--- src/sv/rmq_div.sv ---
// Pipelined restoring divider, one quotient bit per stage, with overflow flag.
module rmq_div #(
   parameter int NUM_W  = 32,
   parameter int DEN_W  = 18,
   parameter int Q_W    = 16,
   parameter int SIDE_W = 4
) (
   input  logic              clock,
   input  logic              reset,
   input  logic              in_valid,
   input  logic [NUM_W-1:0]  in_num,
   input  logic [DEN_W-1:0]  in_den,
   input  logic [SIDE_W-1:0] in_side,
   output logic              out_valid,
   output logic [Q_W-1:0]    out_quot,
   output logic              out_ovf,
   output logic [SIDE_W-1:0] out_side
);

   localparam int HI_W = NUM_W - Q_W;
   localparam int CW   = (HI_W > DEN_W) ? HI_W : DEN_W;

   // entry: quotient of 2^Q_W or more is flagged, rest divides bit by bit
   logic [CW-1:0]     hi_ext;
   logic [CW-1:0]     den_ext;

   logic              e_vld_ff;
   logic [DEN_W-1:0]  e_rem_ff;
   logic [Q_W-1:0]    e_lo_ff;
   logic [DEN_W-1:0]  e_den_ff;
   logic              e_ovf_ff;
   logic [SIDE_W-1:0] e_side_ff;

   assign hi_ext  = CW'(in_num[NUM_W-1:Q_W]);
   assign den_ext = CW'(in_den);

   always_ff @(posedge clock) begin
      if (reset) begin
         e_vld_ff <= 1'b0;
      end else begin
         e_vld_ff <= in_valid;
      end
   end

   always_ff @(posedge clock) begin
      e_rem_ff  <= hi_ext[DEN_W-1:0];
      e_lo_ff   <= in_num[Q_W-1:0];
      e_den_ff  <= in_den;
      e_ovf_ff  <= (hi_ext >= den_ext);
      e_side_ff <= in_side;
   end

   logic              vld_ff  [Q_W];
   logic [DEN_W-1:0]  rem_ff  [Q_W];
   logic [Q_W-1:0]    lo_ff   [Q_W];
   logic [Q_W-1:0]    q_ff    [Q_W];
   logic [DEN_W-1:0]  den_ff  [Q_W];
   logic              ovf_ff  [Q_W];
   logic [SIDE_W-1:0] side_ff [Q_W];

   for (genvar s = 0; s < Q_W; s++) begin : g_stage
      logic              prev_vld;
      logic [DEN_W-1:0]  prev_rem;
      logic [Q_W-1:0]    prev_lo;
      logic [Q_W-1:0]    prev_q;
      logic [DEN_W-1:0]  prev_den;
      logic              prev_ovf;
      logic [SIDE_W-1:0] prev_side;
      logic [DEN_W:0]    cur;
      logic [DEN_W:0]    diff;
      logic              ge;

      if (s == 0) begin : g_first
         assign prev_vld  = e_vld_ff;
         assign prev_rem  = e_rem_ff;
         assign prev_lo   = e_lo_ff;
         assign prev_q    = '0;
         assign prev_den  = e_den_ff;
         assign prev_ovf  = e_ovf_ff;
         assign prev_side = e_side_ff;
      end else begin : g_next
         assign prev_vld  = vld_ff[s-1];
         assign prev_rem  = rem_ff[s-1];
         assign prev_lo   = lo_ff[s-1];
         assign prev_q    = q_ff[s-1];
         assign prev_den  = den_ff[s-1];
         assign prev_ovf  = ovf_ff[s-1];
         assign prev_side = side_ff[s-1];
      end

      assign cur  = {prev_rem, prev_lo[Q_W-1]};
      assign ge   = (cur >= {1'b0, prev_den});
      assign diff = cur - {1'b0, prev_den};

      always_ff @(posedge clock) begin
         if (reset) begin
            vld_ff[s] <= 1'b0;
         end else begin
            vld_ff[s] <= prev_vld;
         end
      end

      always_ff @(posedge clock) begin
         rem_ff[s]  <= ge ? diff[DEN_W-1:0] : cur[DEN_W-1:0];
         lo_ff[s]   <= {prev_lo[Q_W-2:0], 1'b0};
         q_ff[s]    <= {prev_q[Q_W-2:0], ge};
         den_ff[s]  <= prev_den;
         ovf_ff[s]  <= prev_ovf;
         side_ff[s] <= prev_side;
      end
   end

   assign out_valid = vld_ff[Q_W-1];
   assign out_quot  = q_ff[Q_W-1];
   assign out_ovf   = ovf_ff[Q_W-1];
   assign out_side  = side_ff[Q_W-1];

endmodule

--- config.mk ---
export PLATFORM = sky130hd
export DESIGN_NAME = rmq_div
export DESIGN_NICKNAME = d
export VERILOG_FILES = /design/src/sv/rmq_div.sv
export SDC_FILE = /design/constraint.sdc
export NUM_CORES = 1
export LEC_CHECK = 0
export BUFFER_PORTS_ARGS = -buffer_cell sky130_fd_sc_hd__buf_2
export CAP_MARGIN = 10
export CORE_UTILIZATION = 55
export CTS_CLUSTER_SIZE = 24
export DETAILED_ROUTE_END_ITERATION = 10
export MAX_ROUTING_LAYER = met4
export PLACE_DENSITY = 0.71
export RECOVER_POWER = 100
export SLEW_MARGIN = 20
export SYNTH_ARGS = -nofsm -noshare
export SYNTH_HDL_FRONTEND = slang
export SYNTH_SLANG_ARGS = --single-unit
--- constraint.sdc ---
create_clock -name clock -period 3.85 [get_ports clock]
set_clock_uncertainty 0.1 [all_clocks]
set_input_delay 0.77 -clock clock [delete_from_list [all_inputs] [get_ports clock]]
set_output_delay 0.77 -clock clock [all_outputs]
set_load 0.01 [all_outputs]
==> impl_metrics.toml <==
[synthesis]
synth_area_um2 = 36800
synth_seq_cells = 948
synth_edf_count = 0
yosysUniqueCellTypes = 86
synthArstFlopShare_pct = 0
seq_area_frac_synth_pct = 51.5
ys_warn_count = 0
syn_nets = 3920
synthCells = 3545
synth_ff_type = "dfxtp_1"
syn_avg_cell_area_um2 = 10.4

[drt]
antenna_left = 0
wl_per_cell_um = 14.4
drc = 2
viasPerCell = 5.26
drt_iter0_drc = 1190
vias = 24235
drtPass1Iterations = 8
routed_wl_um = 66400

[cells_and_area]
fin_nets = 4040
layout_common_cells = "dfxtp_1 (948), inv_1 (364), ha_1 (303), a21oi_1 (235), o21ai_0 (206)"
layout-drive-gt1-share_pct = 10.5
syn2layout_area_growth_pct = 12.3
final_common_cell = "dfxtp_1"
fin_area_um2 = 41300
antenna_cells = 0

[outcome]
violations = "design-rule violations"
status = "complete, but fails checks"

[clock_network]
cts_made_buffers = 92
cts_tree = "yes"
ctsResizeCount = 0
hold_buffers = 0
clk_pin_slew_ns = 0.06
post_cts_buffers = 0
cts_root_buf = "clkbuf_16"
cts_sinks = 948
h-tree-depth = 3
clock_latency_ns = 0.65
clock_tree.buffer_depth = 3

[place]
port_buffers = 78
place_hpwl_um = 49100
gp_congestion = 0.905
place_area_um2 = 38100

[global_routing]
grt.met2_usage_pct = 32.7
grt_pass1_wl_um = 109000
grt_util_met3_pct = 2.75
gr-usage-met1_pct = 24.8
first_global_vias = 23120
grt_max_degree = 37
top_usage_layer = "met2"
antenna_found_initial = 1
grt-ovfl-total = 0
grtUsageTotal_pct = 20.0

[worst_setup_path]
crit_family = "compound AO/OA/AOI/OAI gates"
critPathRequiredTime_ns = 4.28
slowest_delay_ns = 0.50
crit_slowest_cell = "nor4b_4"
crit_chain = "inv_1 > ha_1 > nor2b_1 > o31a_1 > o31a_1 > o211ai_1 > a21boi_0 > o21ai_0 > nor4b_4 > buf_4 > mux2_2"
worstSetupPathType = "flop to flop"
end_kind = "flop"
cp.buffers_inverters = 2
crit_fanout = 12
worstPathArrival_ns = 3.83
path_common_cell = "o31a_1"
start_kind = "flop"

[floorplan]
die_y_um = 261
die-area_um2 = 68000
die_w_um = 261
io_pins = 79
coreArea_um2 = 66000
start_util_pct = 55.8
rows = 94

[sta]
hold_viol_final = 0
tns_ns = 0
max_freq_ghz = 0.294
tightest_slew_ns = 1.10
relSlewSlack_pct = 26.5
setup_violations = 0
period_share_pct = 88.4
fin_crit_ns = 3.40
rsz0062_at_grt = "false"
finalMaxSlewViolations = 0

[power_and_ir_drop]
p_leak_uw = 0.0186
vdd_drop_max_mv = 0.430
power.density_nw_per_um2 = 911

[flow_run]
cap_violations = 0

[hold_path]
worstHoldPathType = "input pin to flop"
## cell type report
| type | count | area, um^2 |
|---|---|---|
| fill | 5428 | 24600 |
| sequential | 948 | 19000 |
| multi-input combinational | 2166 | 16100 |
| clock buffer | 115 | 2570 |
| inverter | 364 | 1370 |
| tap | 864 | 1080 |
| clock inverter | 55 | 841 |
| timing repair buffer | 93 | 422 |
## path summary, 6_finish.rpt
check / to / slack, ns / from / cells after the start
hold reg to reg: side_ff[5][2] / 0.22 / side_ff[4][2] / 0
hold / removal: e_lo_ff[11] / 0.12 / in_num[11] / 1
setup reg to reg: rem_ff[0][19] / 0.45 / den_ff[0][1] / 11
setup / recovery: rem_ff[0][19] / 0.45 / den_ff[0][1] / 11
## per-stage QoR
step / hold slack, ns / setup WS (ns) / instances / util (%) / total power, uW
2_1_floorplan: 0.210 / 1.09 / 3545 / - / 25100
3_3_place_gp: 0.210 / 0.634 / 4435 / 57.8 / 27900
3_5_place_dp: 0.212 / 0.657 / 4435 / 57.8 / 28100
4_1_cts: 0.0815 / 0.621 / 4605 / 62.9 / 38100
5_1_grt: 0.0930 / 0.184 / 4605 / 62.7 / 40300
6_report: 0.121 / 0.447 / 4605 / 62.7 / 37700
## registers in the layout, indices dropped and copies added (netlist names)
signal and flops:
ovf_ff 16, q_ff 136, e_lo_ff 16, e_side_ff 4, e_vld_ff 1, e_ovf_ff 1
rem_ff 270, lo_ff 120, e_den_ff 18, vld_ff 16, e_rem_ff 16, side_ff 64
den_ff 270
## logic make-up (layout without fill, tap and decap cells)
family	Yosys count	count (layout)	share of synthesized area (%)
flip-flops	948	948	51.5
AO/OA/AOI/OAI	819	819	14.1
AND/OR/NAND/NOR	657	657	8.59
buffers and inverters	431	627	4.54
adder cells (fa/ha/maj)	318	318	11.1
XOR/XNOR	195	195	4.64
multiplexers	177	177	5.44
## Yosys cell counts, types with 5 or more instances
| cell | number | area, um^2 |
|---|---|---|
| dfxtp_1 | 948 | 19000 |
| inv_1 | 364 | 1370 |
| ha_1 | 303 | 3790 |
| a21oi_1 | 233 | 1170 |
| o21ai_0 | 201 | 1010 |
| nor2_1 | 191 | 717 |
| nand2_1 | 177 | 664 |
| mux2_2 | 153 | 1720 |
| xnor2_1 | 116 | 1020 |
| a21o_1 | 89 | 668 |
| xor2_1 | 79 | 692 |
| nor2b_1 | 58 | 363 |
| nand3_1 | 52 | 260 |
| clkbuf_1 | 48 | 180 |
| o21a_1 | 48 | 360 |
| a211oi_1 | 44 | 330 |
| nor3_1 | 41 | 205 |
| nand4_1 | 36 | 225 |
| a31oi_1 | 35 | 219 |
| nand2b_1 | 31 | 194 |
| o21bai_1 | 21 | 158 |
| mux2i_1 | 16 | 160 |
| o211ai_1 | 16 | 120 |
| o31ai_1 | 16 | 120 |
| fa_1 | 15 | 300 |
| and3_1 | 14 | 87.6 |
| or3_1 | 13 | 81.3 |
| o31a_1 | 12 | 105 |
| a21boi_0 | 9 | 67.6 |
| and4_1 | 9 | 78.8 |
| a211o_1 | 8 | 70.1 |
| buf_2 | 8 | 40.0 |
| mux2_4 | 8 | 120 |
| o21ai_1 | 8 | 40.0 |
| a311oi_1 | 6 | 52.6 |
| nand4b_1 | 6 | 52.6 |
| a2111oi_0 | 5 | 43.8 |
| nor4_1 | 5 | 31.3 |
| nor4b_1 | 5 | 43.8 |
| o311ai_0 | 5 | 43.8 |
## metal layers
layer	up-vias	wire length (um)
li1	12467	-
met1	11137	30800
met2	464	30600
met3	167	2520
met4	0	2350
met5	-	0
## where the power goes
part           internal [uW]  switching (uW)
combinational           6720            7790
clock                   5980            3790
sequential             12300            1150
total                  24900           12700
(Power assumes the default switching activity.)
