### src/sv/rmq_sqrt.sv
// Pipelined integer square root, one root bit per register stage, with sideband.
module rmq_sqrt #(
   parameter int RW     = 17,
   parameter int SIDE_W = 8
) (
   input  logic              clock,
   input  logic              reset,
   input  logic              in_valid,
   input  logic [2*RW-1:0]   in_arg,
   input  logic [SIDE_W-1:0] in_side,
   output logic              out_valid,
   output logic [RW-1:0]     out_root,
   output logic [SIDE_W-1:0] out_side
);

   localparam int REM_W = RW + 2;
   localparam int XW    = 2 * RW;

   logic              vld_ff  [RW];
   logic [REM_W-1:0]  rem_ff  [RW];
   logic [RW-1:0]     root_ff [RW];
   logic [XW-1:0]     x_ff    [RW];
   logic [SIDE_W-1:0] side_ff [RW];

   for (genvar t = 0; t < RW; t++) begin : g_stage
      logic              prev_vld;
      logic [REM_W-1:0]  prev_rem;
      logic [RW-1:0]     prev_root;
      logic [XW-1:0]     prev_x;
      logic [SIDE_W-1:0] prev_side;
      logic [REM_W-1:0]  cur;
      logic [REM_W-1:0]  trial;
      logic              ge;
      logic [REM_W-1:0]  rem_in;
      logic [RW-1:0]     root_in;

      if (t == 0) begin : g_first
         assign prev_vld  = in_valid;
         assign prev_rem  = '0;
         assign prev_root = '0;
         assign prev_x    = in_arg;
         assign prev_side = in_side;
      end else begin : g_next
         assign prev_vld  = vld_ff[t-1];
         assign prev_rem  = rem_ff[t-1];
         assign prev_root = root_ff[t-1];
         assign prev_x    = x_ff[t-1];
         assign prev_side = side_ff[t-1];
      end

      // bring down the next two radicand bits, try (4r+1)
      assign cur     = {prev_rem[REM_W-3:0], prev_x[XW-1 -: 2]};
      assign trial   = {prev_root, 2'b01};
      assign ge      = (cur >= trial);
      assign rem_in  = ge ? (cur - trial) : cur;
      assign root_in = {prev_root[RW-2:0], ge};

      always_ff @(posedge clock) begin
         if (reset) begin
            vld_ff[t] <= 1'b0;
         end else begin
            vld_ff[t] <= prev_vld;
         end
      end

      always_ff @(posedge clock) begin
         rem_ff[t]  <= rem_in;
         root_ff[t] <= root_in;
         x_ff[t]    <= {prev_x[XW-3:0], 2'b00};
         side_ff[t] <= prev_side;
      end
   end

   assign out_valid = vld_ff[RW-1];
   assign out_root  = root_ff[RW-1];
   assign out_side  = side_ff[RW-1];

endmodule

### config.mk
export PLATFORM = sky130hd
export DESIGN_NAME = rmq_sqrt
export DESIGN_NICKNAME = d
export VERILOG_FILES = /design/src/sv/rmq_sqrt.sv
export SDC_FILE = /design/constraint.sdc
export NUM_CORES = 1
export LEC_CHECK = 0
export BUFFER_PORTS_ARGS = -buffer_cell sky130_fd_sc_hd__buf_2
export CORE_UTILIZATION = 61
export DETAILED_ROUTE_END_ITERATION = 16
export PLACE_DENSITY = 0.78
export SYNTH_ARGS = -nofsm -noshare
export SYNTH_HDL_FRONTEND = slang
export SYNTH_SLANG_ARGS = --single-unit
### constraint.sdc
create_clock -name clock -period 3.3 [get_ports clock]
set_input_delay 0.33 -clock clock [delete_from_list [all_inputs] [get_ports clock]]
set_output_delay 0.33 -clock clock [all_outputs]
set_load 0.01 [all_outputs]
==> run_results.csv, run 1 <==
group,metric,value,unit
worst_setup_path,worstPathArrival,3.61,ns
pwr,p_seq_frac,0.471,
sta,min_period_over_period,0.9322,
worst_setup_path,cp-start-kind,"flop",
worst_setup_path,crit_required,3.83,ns
die,rows,77,
global_routing,antenna_found_initial,0,
clocking,cts_buffers,78,
yosys,ys_seq_area_frac,0.6107,
global_routing,grt_max_degree,31,
die,coreArea,44120,sq um
yosys,yosysTopAreaCellShare,0.6107,
yosys,synth.ff_latch_count,832,
pwr,netSwitchingFraction,0.2808,
global_routing,track_usage,0.2370,
yosys,synth_cell_types,76,
finish,diodes,0,
routing,route.vias.total,17464,
finish,nets,2864,
routing,viasPerCell,5.291,
worst_setup_path,worst-setup-path-type,"reg2reg",
run,drv_cap,0,
placed_design,port_buffers,70,
worst_setup_path,crit_path_end_kind,"flop",
sta,max_slew.worst_pin.slew,0.8957,ns
finish,multi_input_area,9686,sq um
finish,area.sequential,16660,sq um
sta,finalSetupViolations,0,
worst_setup_path,slowest_delay,0.54,ns
pwr,p_sw,7.567,mW
sta,layout_min_cycle_time,3.076,ns
routing,drc_errors,0,
clocking,cts_buffer_depth,3,
clocking,clock_latency,0.62,ns
routing,first_pass_iters,6,
clocking,cts_sinks,832,
yosys,avgSynthCellArea,11.05,sq um
yosys,yosysTopAreaCell,"dfxtp_1",
finish,drive_gt1_frac,0.09376,
sta,grt_setup_unrepaired,"false",
pwr,p_leak,14.91,nW
worst_setup_path,crit_fanout,11,
yosys,async_flop_share,0,
yosys,synth_edf_count,0,
global_routing,grt_pass1_vias,17829,
outcome,status,"complete, no violations",
clocking,h-tree-depth,3,
sta,fmax,325.1,MHz
pwr,power.share.clock,0.349,
pwr,irDropWorstVdd,598.1,uV
yosys,syn_area,27270,sq um
die,die_w,213.5,um
yosys,syn_nets,2684,
sta,finClkSkew,0.04168,ns
global_routing,grt_first_pass_wirelength,86.31,mm
pwr,power_per_cell_area,853.6,nW/um^2
placed_design,dp_hpwl,33.15,mm
routing,drt_wl_total,52.99,mm
routing,wire_per_inst,16.05,um
routing,ant_nets,0,
clocking,cts_tree,"done",
finish,num-fill-cells,3029,
worst_setup_path,critPathBufInv,1,
pwr,pwr-share-comb,0.181,
die,dieArea,45560,sq um
yosys,ys_top_cells_by_area,"dfxtp_1 61%, ha_1 7.8%, inv_1 2.8%, xor2_1 2.8%, xnor2_1 2.8%",
sta,slew_headroom,0.4028,
pwr,p_int,19.38,mW
die,die_y,213.5,um
die,pin_count,71,
sta,setup_tns,0,ns
yosys,ys_warn_count,0,
placed_design,gp_congestion,0.9404,
die,initial_core_util,0.6181,
finish,area_growth,15.74,%
sta,hold_viol,0,
worst_setup_path,crit_slowest_cell,"o311ai_0",
hold_path,hold_class,"in2reg",
clocking,cts_setup_buffers,0,
yosys,yosys_most_used_dff,"dfxtp_1",
routing,drt_iter0_drc,1189,
global_routing,overflow,0,
sta,holdWs,0.1038,ns
worst_setup_path,cp_cell_sequence,"inv_1, ha_1, o21a_1, o21ai_1, o311ai_0, nand2b_1, nand4b_1, nor3_1, xor2_1",
sta,final_max_slew_viol_count,0,
worst_setup_path,cp_top_family,"simple AND/OR/NAND/NOR gates",
clocking,cts_root_buf,"clkbuf_16",
clocking,cts.reportedPaths.clkPinSlew,0.07,ns
yosys,syn_inst,2469,
==> registers in the layout, summed over array words and instances, names as in the netlist <==
| name | flops |
|---|---|
| rem_ff | 254 |
| root_ff | 153 |
| side_ff | 136 |
| vld_ff | 17 |
| x_ff | 272 |
==> routing by layer <==
| metal | part of all wire | vias to the layer above | GRT usage |
|---|---|---|---|
| li1 | - | 8690 | - |
| met1 | 0.41 | 8207 | 0.2694 |
| met2 | 0.51 | 423 | 0.4408 |
| met3 | 0.038 | 144 | 0.04101 |
| met4 | 0.033 | 0 | 0.08892 |
| met5 | 0 | - | 0 |
==> cells in the mapped netlist, types with 4 or more instances <==
| master | count |
|---|---|
| nand4b_1 | 4 |
| or2_1 | 9 |
| o21bai_1 | 11 |
| nand4_1 | 22 |
| mux2_1 | 11 |
| xor2_1 | 87 |
| and3_1 | 11 |
| nand3b_1 | 4 |
| inv_1 | 207 |
| mux2i_1 | 6 |
| ha_1 | 170 |
| inv_2 | 9 |
| or3_1 | 14 |
| o21ai_1 | 93 |
| nor4_1 | 26 |
| a31oi_1 | 8 |
| nor2b_1 | 40 |
| nand2_1 | 159 |
| a21o_1 | 57 |
| o211ai_1 | 11 |
| and2_1 | 12 |
| a2111oi_0 | 5 |
| nand2b_1 | 32 |
| mux2_2 | 13 |
| nor2_1 | 122 |
| dfxtp_1 | 832 |
| o21ai_0 | 43 |
| a211oi_1 | 11 |
| a21oi_1 | 112 |
| nand3_1 | 22 |
| clkbuf_1 | 27 |
| or4_1 | 12 |
| o31ai_1 | 21 |
| nor3_1 | 43 |
| xnor2_1 | 86 |
| o21a_1 | 48 |
==> per-stage QoR <==
step	cells	utilization	total power [mW]	cell area (sq um)	setup WS (ns)
global route	3301	0.7154	28.28	31570	0.02474
detailed placement	3117	0.6431	17.53	28380	0.1766
floorplan	2469	-	16.26	27270	0.6086
global placement	3117	0.6431	17.31	28380	0.3412
CTS	3301	0.7154	26.97	31570	0.1564
finish	3301	0.7154	26.95	31570	0.2237
==> cell usage in the layout (no fill, tap or decap), drive strengths merged, types with 16 or more instances in the layout <==
cell         count
dfxtp          832
inv            219
ha             170
nand2          159
o21ai          136
nor2           122
a21oi          112
clkbuf         106
buf             88
xor2            87
xnor2           86
a21o            57
o21a            48
nor3            46
dlygate4sd3     44
nor2b           40
nand2b          32
nor4            29
mux2            24
nand3           23
nand4           22
o31ai           21
clkinv          18
or3             16
==> power by group through the flow <==
stage,Clock [mW],Sequential (mW),Combinational (mW)
2_1_floorplan,0,12.5,3.73
3_3_place_gp,0,12.8,4.51
3_5_place_dp,0,12.9,4.67
4_1_cts,9.52,12.7,4.79
5_1_grt,9.98,12.9,5.44
6_report,9.39,12.7,4.87
==> timing repair <==
item,in CTS,in global routing
hold buffers,44,0
resized for setup,0,1
setup endpoints to repair,0,9
hold endpoints to repair,44,0
==> worst register-to-register path, stage by stage, from the launching register on <==
cell and delay [ns]:
dfxtp_1 0.34, inv_1 0.05, ha_1 0.33, o21a_1 0.17
o21ai_1 0.13, o311ai_0 0.54, nand2b_1 0.47, nand4b_1 0.38
nor3_1 0.32, xor2_1 0.25
==> final timing paths <==
| check | from | end | slack, ns | depth (start not counted) |
|---|---|---|---|---|
| setup / recovery | root_ff[0][17] | rem_ff[0][54] | 0.22 | 9 |
| hold / removal | reset | vld_ff[4] | 0.10 | 2 |
| setup reg to reg | root_ff[0][17] | rem_ff[0][54] | 0.22 | 9 |
| hold reg to reg | x_ff[0][153] | x_ff[0][187] | 0.31 | 0 |
==> layout make-up <==
| type | count | share of cell area |
|---|---|---|
| clock inverters | 34 | 0.01645 |
| well taps | 592 | 0.02346 |
| multi-input cells | 1389 | 0.3068 |
| clock buffers | 106 | 0.07063 |
| inverters | 216 | 0.02568 |
| repair buffers | 132 | 0.02933 |
| flip-flops and latches | 832 | 0.5276 |
==> kinds of logic after synthesis <==
group / synth area share
buffers and inverters: 0.03427
adder cells (fa/ha/maj): 0.07799
XOR/XNOR: 0.05555
AO/OA/AOI/OAI: 0.1078
flip-flops: 0.6107
other: 0.0001375
AND/OR/NAND/NOR: 0.1015
multiplexers: 0.01211
Power figures use the tool's default switching activity.
==> run 2, diff against run 1 <==
--- a/config.mk
+++ b/config.mk
@@ -7,6 +7,7 @@
 export LEC_CHECK = 0
 export BUFFER_PORTS_ARGS = -buffer_cell sky130_fd_sc_hd__buf_2
 export CORE_UTILIZATION = 61
+export CTS_BUF_LIST = sky130_fd_sc_hd__clkbuf_16
 export DETAILED_ROUTE_END_ITERATION = 16
 export PLACE_DENSITY = 0.78
 export SYNTH_ARGS = -nofsm -noshare
==> run_results.csv, run 2 (same netlist as run 1, synthesis figures left out) <==
group,metric,value,unit
sta,finClkSkew,0.03685,ns
sta,min_period_over_period,0.9313,
run,drv_cap,0,
finish,final_cell_area,31440,sq um
finish,fin_util,0.7125,
die,pin_count,71,
clocking,h-tree-depth,3,
die,initial_core_util,0.6181,
clocking,cts_root_buf,"clkbuf_16",
sta,hold_viol,0,
pwr,p_total,26.52,mW
worst_setup_path,crit_required,3.86,ns
worst_setup_path,reg2reg_from,"root_ff[0][17]",
pwr,power.share.clock,0.339,
routing,wl_met1,21.48,mm
global_routing,track_usage,0.2321,
clocking,clock_latency,0.61,ns
placed_design,dp.cells,3117,
die,rows,77,
die,coreArea,44120,sq um
sta,finalSetupViolations,0,
sta,holdWs,0.07857,ns
worst_setup_path,crit_fanout,11,
sta,slew_headroom,0.4160,
routing,wl_met2,26.67,mm
sta,final_max_slew_viol_count,0,
pwr,irDropWorstVdd,717.9,uV
routing,route.vias.total,17404,
worst_setup_path,worst-setup-path-type,"reg2reg",
hold_path,hp-start,"reset",
finish,diodes,0,
pwr,pwr-share-comb,0.184,
global_routing,grt_pass1_vias,17784,
worst_setup_path,worstPathArrival,3.63,ns
worst_setup_path,cp-start-kind,"flop",
sta,grt_setup_unrepaired,"false",
placed_design,gp_congestion,0.9404,
routing,drc_errors,0,
finish,reg_top3,"x_ff: 272 flops, rem_ff: 254 flops, root_ff: 153 flops",
clocking,cts_tree,"done",
routing,wire_per_inst,15.77,um
routing,ant_nets,0,
placed_design,dp_hpwl,33.15,mm
routing,first_pass_iters,5,
global_routing,antenna_found_initial,0,
finish,nets,2864,
routing,drt_wl_total,52.06,mm
placed_design,place_ws,0.1766,ns
placed_design,placed_area,28380,sq um
hold_path,hold_class,"in2reg",
global_routing,grt_first_pass_wirelength,84.84,mm
sta,layout_min_cycle_time,3.073,ns
routing,met3WireLength,2.228,mm
pwr,netSwitchingFraction,0.2822,
finish,drive_gt1_frac,0.08896,
finish,area_growth,15.26,%
finish,max_flop_register,"x_ff",
finish,layout.cells.non_filler,3301,
clocking,cts.reportedPaths.clkPinSlew,0.07,ns
worst_setup_path,crit_path_end_kind,"flop",
sta,max_slew.worst_pin.slew,0.8760,ns
die,die_y,213.5,um
finish,num-fill-cells,3071,
die,dieArea,45560,sq um
pwr,p_leak,14.89,nW
pwr,p_seq_frac,0.478,
sta,setup_tns,0,ns
global_routing,grt_max_degree,31,
outcome,status,"complete, no violations",
finish,final_cell_mix,"832 x dfxtp_1, 220 x inv_1, 170 x ha_1",
clocking,cts_buffer_depth,3,
finish,largest_register_ffs,272,
global_routing,overflow,0,
routing,drt_iter0_drc,1088,
worst_setup_path,cp-startpoint,"root_ff[0][17]",
clocking,cts_buffers,78,
placed_design,port_buffers,70,
sta,worst_slack,0.2267,ns
finish,final_common_cell,"dfxtp_1",
routing,viasPerCell,5.272,
pwr,power_per_cell_area,843.6,nW/um^2
pwr,p_sw,7.484,mW
pwr,p_int,19.04,mW
clocking,cts_sinks,832,
die,die_w,213.5,um
routing,highest-signal-layer,"met4",
sta,fmax,325.4,MHz
==> run 2: metal layers <==
metal	vias up	global-route usage
li1	8691	-
met1	8149	0.2652
met2	431	0.4283
met3	133	0.03910
met4	0	0.09236
met5	-	0
==> run 2: final cells by class <==
class	count	area [sq um]	area share
clock buffer	80	2002	0.06368
sequential	832	16660	0.5298
multi-input combinational	1389	9686	0.3081
clock inverter	60	616.8	0.01962
timing repair buffer	132	925.9	0.02945
tap	592	740.7	0.02356
inverter	216	810.8	0.02579
==> run 2: final timing paths <==
kind	end	slack [ns]	cells past startpoint
min	vld_ff[12]	0.08	2
min reg2reg	x_ff[0][148]	0.31	0
max	rem_ff[0][48]	0.23	9
max reg2reg	rem_ff[0][48]	0.23	9
==> run 2: timing repair <==
item / in CTS / in global routing
hold endpoints to repair: 44 / 0
buffers inserted: 0 / 0
hold buffers: 44 / 0
endpoints found under the setup margin: 0 / 12
resized for setup: 0 / 1
==> run 2: power by group through the flow <==
stage / clock network, mW / registers (mW) / logic [mW]
floorplan: 0 / 12.5 / 3.73
global placement: 0 / 12.8 / 4.51
detailed placement: 0 / 12.9 / 4.67
CTS: 9.16 / 12.7 / 4.80
global route: 9.59 / 12.8 / 5.44
finish: 8.98 / 12.7 / 4.87
==> run 2: worst max-delay path: stages, from the launching register on <==
cell and delay [ns]:
dfxtp_1 0.35, inv_1 0.05, ha_1 0.36, o21a_1 0.20
o21ai_1 0.13, o311ai_0 0.56, nand2b_1 0.47, nand4b_1 0.36
nor3_1 0.33, xor2_1 0.18
==> run 3, diff against run 2 <==
--- a/config.mk
+++ b/config.mk
@@ -10,6 +10,7 @@
 export CTS_BUF_LIST = sky130_fd_sc_hd__clkbuf_16
 export DETAILED_ROUTE_END_ITERATION = 16
 export PLACE_DENSITY = 0.78
+export SETUP_SLACK_MARGIN = 0.3
 export SYNTH_ARGS = -nofsm -noshare
 export SYNTH_HDL_FRONTEND = slang
 export SYNTH_SLANG_ARGS = --single-unit
==> run_results.csv, run 3 (same netlist as run 1, synthesis figures left out) <==
group,metric,value,unit
worst_setup_path,critPathBufInv,2,
sta,grt_setup_unrepaired,"true",
finish,fin_util,0.7135,
routing,highest-signal-layer,"met4",
clocking,cts_root_buf,"clkbuf_16",
routing,route.vias.total,17417,
finish,area_growth,15.42,%
worst_setup_path,crit_required,3.77,ns
routing,wire_per_inst,15.80,um
clocking,cts_buffer_depth,3,
worst_setup_path,crit_slowest_cell,"a2111oi_2",
placed_design,dp.cells,3117,
global_routing,track_usage,0.2321,
finish,layout.cells.non_filler,3301,
clocking,cts_setup_buffers,0,
pwr,power_per_cell_area,843.2,nW/um^2
pwr,pwr-share-comb,0.184,
die,dieArea,45560,sq um
sta,layout_min_cycle_time,2.828,ns
sta,finalSetupViolations,0,
routing,wl_met2,26.81,mm
sta,worst_slack,0.4722,ns
routing,wl_met1,21.61,mm
worst_setup_path,cp_cell_sequence,"inv_1, ha_1, o21a_1, o21a_1, nor2b_1, a221o_1, a2111oi_2, o21ai_1, buf_4, mux2_1",
routing,drt_wl_total,52.15,mm
hold_path,hold_class,"in2reg",
run,drv_cap,0,
pwr,p_leak,14.91,nW
finish,num-fill-cells,3066,
finish,final_cell_mix,"832 x dfxtp_1, 220 x inv_1, 170 x ha_1",
finish,final_common_cell,"dfxtp_1",
sta,hold_viol,0,
worst_setup_path,endpoint,"rem_ff[0][219]",
pwr,p_seq_frac,0.477,
pwr,power.share.clock,0.339,
worst_setup_path,reg2reg_from,"root_ff[1][37]",
routing,viasPerCell,5.276,
global_routing,antenna_found_initial,0,
worst_setup_path,r2r_end,"rem_ff[0][219]",
finish,drive_gt1_frac,0.09155,
pwr,netSwitchingFraction,0.2826,
clocking,h-tree-depth,3,
sta,final_max_slew_viol_count,0,
worst_setup_path,crit_path_end_kind,"flop",
sta,max_slew.worst_pin.slew,0.8833,ns
global_routing,overflow,0,
die,coreArea,44120,sq um
finish,area.sequential,16660,sq um
clocking,clock_latency,0.61,ns
finish,diodes,0,
routing,drt_iter0_drc,1080,
worst_setup_path,reg2reg_slack,0.47,ns
worst_setup_path,cp-startpoint,"root_ff[1][37]",
routing,drc_errors,0,
sta,fmax,353.6,MHz
global_routing,grt_max_degree,31,
worst_setup_path,worstPathArrival,3.29,ns
finish,nets,2864,
clocking,cts.reportedPaths.clkPinSlew,0.06,ns
sta,setup_tns,0,ns
clocking,cts_buffers,78,
worst_setup_path,cp_num_cells,10,
placed_design,gp_congestion,0.9404,
sta,min_period_over_period,0.8569,
die,die_y,213.5,um
finish,multi_input_area,9729,sq um
routing,first_pass_iters,5,
worst_setup_path,cp-start-kind,"flop",
worst_setup_path,r2r_cells,10,
worst_setup_path,cp_top_family,"compound AO/OA/AOI/OAI gates",
clocking,cts_tree,"done",
routing,met3WireLength,2.060,mm
placed_design,port_buffers,70,
sta,slew_headroom,0.4111,
finish,reg_top3,"x_ff: 272 flops, rem_ff: 254 flops, root_ff: 153 flops",
placed_design,dp_hpwl,33.15,mm
finish,largest_register_ffs,272,
global_routing,grt_pass1_vias,17784,
die,rows,77,
die,initial_core_util,0.6181,
worst_setup_path,worst-setup-path-type,"reg2reg",
worst_setup_path,slowest_delay,0.45,ns
pwr,irDropWorstVdd,721.8,uV
routing,ant_nets,0,
worst_setup_path,crit_fanout,17,
outcome,status,"complete, no violations",
placed_design,place_ws,0.1766,ns
finish,max_flop_register,"x_ff",
global_routing,grt_first_pass_wirelength,84.84,mm
die,pin_count,71,
die,die_w,213.5,um
clocking,cts_sinks,832,
worst_setup_path,path_common_cell,"o21a_1",
pwr,p_sw,7.501,mW
pwr,p_int,19.04,mW
sta,finClkSkew,0.03801,ns
## run 3: per-stage QoR
| step | hold WS [ns] | cell area, sq um | total power [mW] |
|---|---|---|---|
| 5_1_grt | 0.09709 | 31480 | 27.89 |
| 3_3_place_gp | 0.3095 | 28380 | 17.31 |
| 3_5_place_dp | 0.3121 | 28380 | 17.53 |
| 2_1_floorplan | 0.3096 | 27270 | 16.26 |
| 6_report | 0.08001 | 31480 | 26.55 |
| 4_1_cts | 0.04931 | 31440 | 26.63 |
## run 3: per-layer routing
layer / track usage / up-vias
li1: - / 8687
met3: 0.03910 / 132
met5: 0 / -
met2: 0.4283 / 411
met1: 0.2652 / 8187
met4: 0.09236 / 0
## run 3: what timing repair did
| item | 4_1_cts | 5_1_grt |
|---|---|---|
| pin swaps | 0 | 0 |
| hold endpoints to repair | 44 | 0 |
| resized for setup | 1 | 10 |
| hold buffers | 44 | 0 |
| endpoints found under the setup margin | 16 | 43 |
## run 3: power by group through the flow
stage	clock network (mW)	logic (mW)	registers, mW
finish	8.99	4.89	12.7
global route	9.59	5.46	12.8
CTS	9.16	4.80	12.7
detailed placement	0	4.67	12.9
global placement	0	4.51	12.8
floorplan	0	3.73	12.5
## run 3: final cells by class
type                    instances  area share
clock buffers                  80     0.06359
flip-flops and latches        832      0.5291
well taps                     592     0.02353
multi-input cells            1389      0.3091
repair buffers                132     0.02941
inverters                     216     0.02575
clock inverters                60     0.01959
## run 3: worst min path at each step
stage,start,endpoint,slack (ns),cells past startpoint
after global placement,x_ff[0][54],x_ff[0][88],0.31,0
after CTS,reset,vld_ff[12],0.05,2
after floorplan,side_ff[0][2],side_ff[0][10],0.31,0
after detailed placement,side_ff[0][4],side_ff[0][12],0.31,0
final,reset,vld_ff[12],0.08,2
after global routing,reset,vld_ff[7],0.1,2
## run 3: worst register-to-register path: stages, from the launching register on
cell	delay, ns
dfxtp_1	0.33
inv_1	0.04
ha_1	0.33
o21a_1	0.19
o21a_1	0.19
nor2b_1	0.14
a221o_1	0.39
a2111oi_2	0.45
o21ai_1	0.10
buf_4	0.21
mux2_1	0.32
